$ cat config.mk
export PLATFORM = sky130hd
export DESIGN_NAME = tvs_queue
export DESIGN_NICKNAME = d
export VERILOG_FILES = /design/src/design/tvs_pkg.sv /design/src/design/tvs_queue.sv
export SDC_FILE = /design/constraint.sdc
export NUM_CORES = 1
export LEC_CHECK = 0
export ABC_CLOCK_PERIOD_IN_PS = 8650
export BUFFER_PORTS_ARGS = -buffer_cell sky130_fd_sc_hd__buf_2
export CAP_MARGIN = 10
export CELL_PAD_IN_SITES_DETAIL_PLACEMENT = 1
export CELL_PAD_IN_SITES_GLOBAL_PLACEMENT = 2
export CORE_MARGIN = 1
export CORE_UTILIZATION = 49
export DETAILED_ROUTE_END_ITERATION = 6
export PLACE_DENSITY = 0.94
export SETUP_SLACK_MARGIN = 0.3
export SLEW_MARGIN = 20
export SYNTH_ARGS = -nofsm -noshare
export SYNTH_HDL_FRONTEND = slang
export SYNTH_SLANG_ARGS = --single-unit
$ cat constraint.sdc
create_clock -name clk_i -period 8.65 [get_ports clk_i]
set_input_delay 0.865 -clock clk_i [delete_from_list [all_inputs] [get_ports clk_i]]
set_output_delay 0.865 -clock clk_i [all_outputs]
set_load 0.02 [all_outputs]
$ cat src/design/tvs_pkg.sv
// Shared types and constants for the triangular variate sampler.
package tvs_pkg;
  localparam int unsigned FracBits = 16;
  localparam int unsigned UBits = 16;
  localparam int unsigned TimeW = 32;
  localparam int unsigned CfgIdxW = 2;
  localparam int unsigned QueueDepth = 4;

  typedef enum logic [1:0] {
    DistTriangular = 2'd0,
    DistNormal = 2'd1,
    DistUniform = 2'd2,
    DistUnused = 2'd3
  } dist_mode_e;

  typedef enum logic [CfgIdxW-1:0] {
    RegDistMode = 2'd0,
    RegMinTime = 2'd1,
    RegMaxTime = 2'd2,
    RegModeTime = 2'd3
  } cfg_reg_e;

  // Classified word handed from the front part to the back part.
  typedef struct packed {
    logic [1:0] kind;     // 0 zero result, 1 error, 2 lower branch, 3 upper branch
    logic [63:0] radicand;
    logic [TimeW-1:0] base;
  } job_t;

  localparam logic [1:0] KindZero = 2'd0;
  localparam logic [1:0] KindError = 2'd1;
  localparam logic [1:0] KindLower = 2'd2;
  localparam logic [1:0] KindUpper = 2'd3;
endpackage

$ cat src/design/tvs_queue.sv
// Short queue between the front and back parts.
module tvs_queue #(
  parameter int unsigned DEPTH = tvs_pkg::QueueDepth
) (
  input  logic clk_i,
  input  logic rst_ni,
  input  logic push_i,
  input  tvs_pkg::job_t data_i,
  input  logic pop_i,
  output logic not_empty_o,
  output logic room_o,
  output tvs_pkg::job_t data_o
);
  localparam int unsigned AW = (DEPTH > 1) ? $clog2(DEPTH) : 1;
  tvs_pkg::job_t mem_q [DEPTH];
  logic [AW-1:0] wr_q, rd_q;
  logic [AW:0] cnt_q;

  function automatic logic [AW-1:0] bump(input logic [AW-1:0] p);
    return (p == AW'(DEPTH - 1)) ? '0 : p + AW'(1);
  endfunction

  always_ff @(posedge clk_i or negedge rst_ni) begin
    if (!rst_ni) begin
      wr_q <= '0;
      rd_q <= '0;
      cnt_q <= '0;
    end else begin
      if (push_i) wr_q <= bump(wr_q);
      if (pop_i) rd_q <= bump(rd_q);
      cnt_q <= cnt_q + (AW+1)'(push_i) - (AW+1)'(pop_i);
    end
  end

  always_ff @(posedge clk_i) begin
    if (push_i) mem_q[wr_q] <= data_i;
  end

  assign data_o = mem_q[rd_q];
  assign not_empty_o = cnt_q != '0;
  assign room_o = cnt_q != (AW+1)'(DEPTH);

  overflow_a: assert property (@(posedge clk_i) disable iff (!rst_ni)
    push_i |-> room_o || pop_i) else $error("queue overflow");
  underflow_a: assert property (@(posedge clk_i) disable iff (!rst_ni)
    pop_i |-> not_empty_o) else $error("queue underflow");
  count_a: assert property (@(posedge clk_i) disable iff (!rst_ni)
    cnt_q <= (AW+1)'(DEPTH)) else $error("queue count out of range");
endmodule

Yosys cells after proc, flatten, opt, wreduce, memory -nomap -nowiden
Memories as Yosys holds them, arrays and structs flattened.
Cells that the tools add are included.
Storage, ports and cells
  register bits: 7
  RAM bits: 392
  bits of input ports: 102
  output and inout port bits: 100
  logic and storage cells: 16
  memories: 1
Memories
  mem_q: words 4, width 98, rd ports 1, clocked after Yosys merged registers in 0, wr ports 1, line tvs_queue.sv:15  | tvs_pkg::job_t mem_q [DEPTH];
Operators by class
  $add $sub $neg: 4
  equality and inequality tests: 3
  mux-type cells: 4
  reduce and logical (&&, ||, !) cells: 1
Operators with widths (number)
  adder 2 x 1 -> 2 bit (second input constant): 2
  equality test 2 bit (second input constant): 2
  2-to-1 mux 2 bit: 2
  adder 3 x 1 -> 3 bit: 1
  != test 3 bit (second input constant): 1
  nonzero test 3 bit: 1
  subtractor 3 x 1 -> 3 bit: 1
  2-to-1 mux 1 bit: 2

Logic depth before layout (Yosys ltp)
  depth in word-level cells: 2
  mapped depth: 7
  gate-level depth less buffers: 7

Worst setup path after synthesis
OpenSTA, ideal clock, no wires.
  kind: in2reg
  start: input port push_i
  end: memory mem_q[1][0] (netlist name) (enable)
  setup time: 468 ps
  data arrival time: 3129 ps
  required time: 8182 ps
  setup slack: 5053 ps
  cell stages on the path: 1
  path buffers: 0
  cells stage by stage: and2_1
Between the ends
  word-level cells in the longest chain between the ends: 2
Ends and longest elaborated chain
  start, declared: line tvs_queue.sv:7  | input logic push_i,
  2-to-1 mux 1 bit: line tvs_queue.sv:36  | if (push_i) mem_q[wr_q] <= data_i;
  2-to-1 mux 1 bit (implied by the code): line tvs_queue.sv:36
  end, declared: line tvs_queue.sv:15
No other way between the ends.

==> out/metrics.cfg <==
[run_status]
status = completed

[timing]
finClkSkew_ns = 0.0139
slew_headroom_pct = 39.8
finalSetupViolCount = 0
finalHoldViolCount = 0
clock.fmax_mhz = 265
worst_pin_slew_ns = 0.904
period_minus_slack_ns = 3.78
min_period_over_period_pct = 43.7
setup-tns-final_ns = 0
hold_ws_ns = 0.177
grt_setup_unrepaired = no
maxSlewViolCount = 0
worst_slack_ns = 4.87

[setup_path]
crit_required_ns = 7.79
rr_worst_depth = 4
crit_start = rd_q[0]$_DFFE_PN0P_
setup.worst_path.class = flip-flop to output pin
r2r-end = mem_q[2][80]$_DFFE_PP_
crit_end = data_o[4]
crit_arrival_ns = 2.92
crit_path_start_kind = flip-flop
ff2ff_setup_slack_ns = 6.16
r2r-start = wr_q[0]$_DFFE_PN0P_
crit_chain = buf_4, mux4_2, buf_2
worstPathMaxFanout = 39
critPathSlowestCell = dfrtp_4
cpPeakStageDelay_ns = 0.78
end_kind = output pin

[final_layout]
syn2layout_area_growth_pct = 17.1
drive_above_1_share_pct = 45.6
fin_nets = 887
fillers = 2487

[clock_network]
cts_tree = yes
cts_root_buffer = clkbuf_16
cts_resized = 0
clock_latency_ns = 0.52
post-cts-setup-buffers = 0
clockBufferDepth = 3
hold_buffers = 0
numCtsBuffers = 41
clk_pin_slew_ns = 0.06
htreeDepth = 2
cts_sinks = 399

[floorplanning]
floorplan.rows = 62
die-height_um = 175
die-width_um = 175
io_pins = 202
floorplan.die_area_um2 = 30600
start_util_pct = 50.4
coreArea_um2 = 29100

[detailed_routing]
vias = 6513
wl_per_cell_um = 23.7
ant_nets = 0
vias_per_cell = 5.46
drc = 0
drt_pass1_iterations = 4
wl_um = 28300
drt_iter0_drc = 408

[synthesis]
synth_seq_cells = 399
synth_commonest_cells = edfxtp_1, mux4_2, buf_2
synthCells = 548
ys_top_cells_by_area = edfxtp_1, mux4_2, buf_12, dfrtp_1, ha_1
synth-edff-count = 392
synth.top_cell.area_share_pct = 80.3
syn_avg_cell_area_um2 = 26.7
yosysMostFrequentCell = edfxtp_1
synth_area_um2 = 14700
synth_nets = 658
yosys.cell_types.count = 21
ys.flop_type = edfxtp_1
synth-warning-count = 0
async_flop_share_pct = 1.75
synth_seq_area_share_pct = 81.5
yosys.area.top_type = edfxtp_1

[global_route]
use_met1_pct = 24.0
grt_busiest_layer = met2
grt_pass1_wl_um = 43200
grt_pass1_vias = 7313
grt.met2_usage_pct = 33.4
grt_usage_pct = 19.0
grtUsageMet3_pct = 4.11
grt_start_max_net_pins = 59
antenna_found_initial = 4
overflow = 0

[placement]
place_ws_ns = 5.33
place_congestion = 0.681
dpl.hpwl_um = 17600
port_buffers = 201

[pwr]
irDropWorstVdd_v = 0.000205
power.density_nw_per_um2 = 348
leakage_nw = 5.85

[job]
drv_cap = 0

[hold_path]
min_path_type = input port to async pin

## layout make-up
cell class              instances  area (µm²)  area share (%)
diodes                          1        2.50          0.0146
clock buffers                  51        1110            6.45
clock inverters                22         110           0.642
inverters                       6        22.5           0.131
multi-input cells             121        2430            14.1
flip-flops and latches        399       12000            69.7
well taps                     384         480            2.80
repair buffers                208        1060            6.17
## per-stage QoR
step	cell area [µm²]	util (%)	power (W)	std cells
floorplan	14700	-	0.00397	548
global placement	15900	54.8	0.00439	1118
detailed placement	15900	54.8	0.00446	1118
CTS	17200	59.0	0.00606	1191
global route	17200	59.0	0.00622	1191
finish	17200	59.0	0.00596	1192
## placed cells by master (no fill, tap or decap), types with 3 or more instances in the layout
master / synthesis / routed
clkbuf_1: 0 / 8
clkbuf_16: 0 / 43
mux4_2: 98 / 98
clkinv_2: 0 / 6
clkinv_1: 0 / 12
clkinv_4: 0 / 3
ha_1: 7 / 7
buf_4: 1 / 7
inv_1: 6 / 6
buf_2: 10 / 201
and2_4: 0 / 4
dfrtp_1: 7 / 5
edfxtp_1: 392 / 392
## layer usage
metal / vias to the layer above / share of wire, % / wire [µm]
met1: 3412 / 40 / 11200
met4: 6 / 2.0 / 577
met3: 53 / 5.9 / 1660
met5: - / 0.14 / 40
met2: 213 / 52 / 14800
li1: 2829 / - / -
## worst min path at each step
stage	startpoint	end	slack [ns]
after floorplan	cnt_q[2]$_DFF_PN0_	cnt_q[2]$_DFF_PN0_	0.46
after global placement	cnt_q[2]$_DFF_PN0_	cnt_q[2]$_DFF_PN0_	0.49
after detailed placement	cnt_q[2]$_DFF_PN0_	cnt_q[2]$_DFF_PN0_	0.52
after CTS	rst_ni	cnt_q[1]$_DFF_PN0_	0.15
after global routing	rst_ni	cnt_q[1]$_DFF_PN0_	0.16
final	rst_ni	cnt_q[1]$_DFF_PN0_	0.18
## flip-flops by register name (all words and copies together), names as in the netlist
| register | flops |
|---|---|
| mem_q | 392 |
| cnt_q | 3 |
| rd_q | 2 |
| wr_q | 2 |
## worst max-delay path: cells and delay by family, from the launching register on
family | cells | cell delay (ns)
buf+inv | 2 | 0.92
flops | 1 | 0.78
mux | 1 | 0.63
## report_power, final
| group | switching, W | internal [W] | leakage, nW | total (W) |
|---|---|---|---|---|
| combinational | 0.00102 | 0.000715 | 1.57 | 0.00174 |
| sequential | 0.000158 | 0.00248 | 3.68 | 0.00264 |
| clock | 0.000681 | 0.000906 | 0.599 | 0.00159 |
## logic make-up (layout without fill, tap and decap cells)
family / Yosys count / in the layout / synth area share [%]
AND/OR/NAND/NOR: 9 / 9 / 0.359
adder cells (fa/ha/maj): 8 / 8 / 0.734
multiplexers: 100 / 100 / 15.2
flip-flops: 399 / 399 / 81.5
AO/OA/AOI/OAI: 2 / 2 / 0.0683
XOR/XNOR: 2 / 2 / 0.120
buffers and inverters: 28 / 287 / 1.96
other: 0 / 1 / 0
Note: power is estimated with default switching activity, not from simulation.
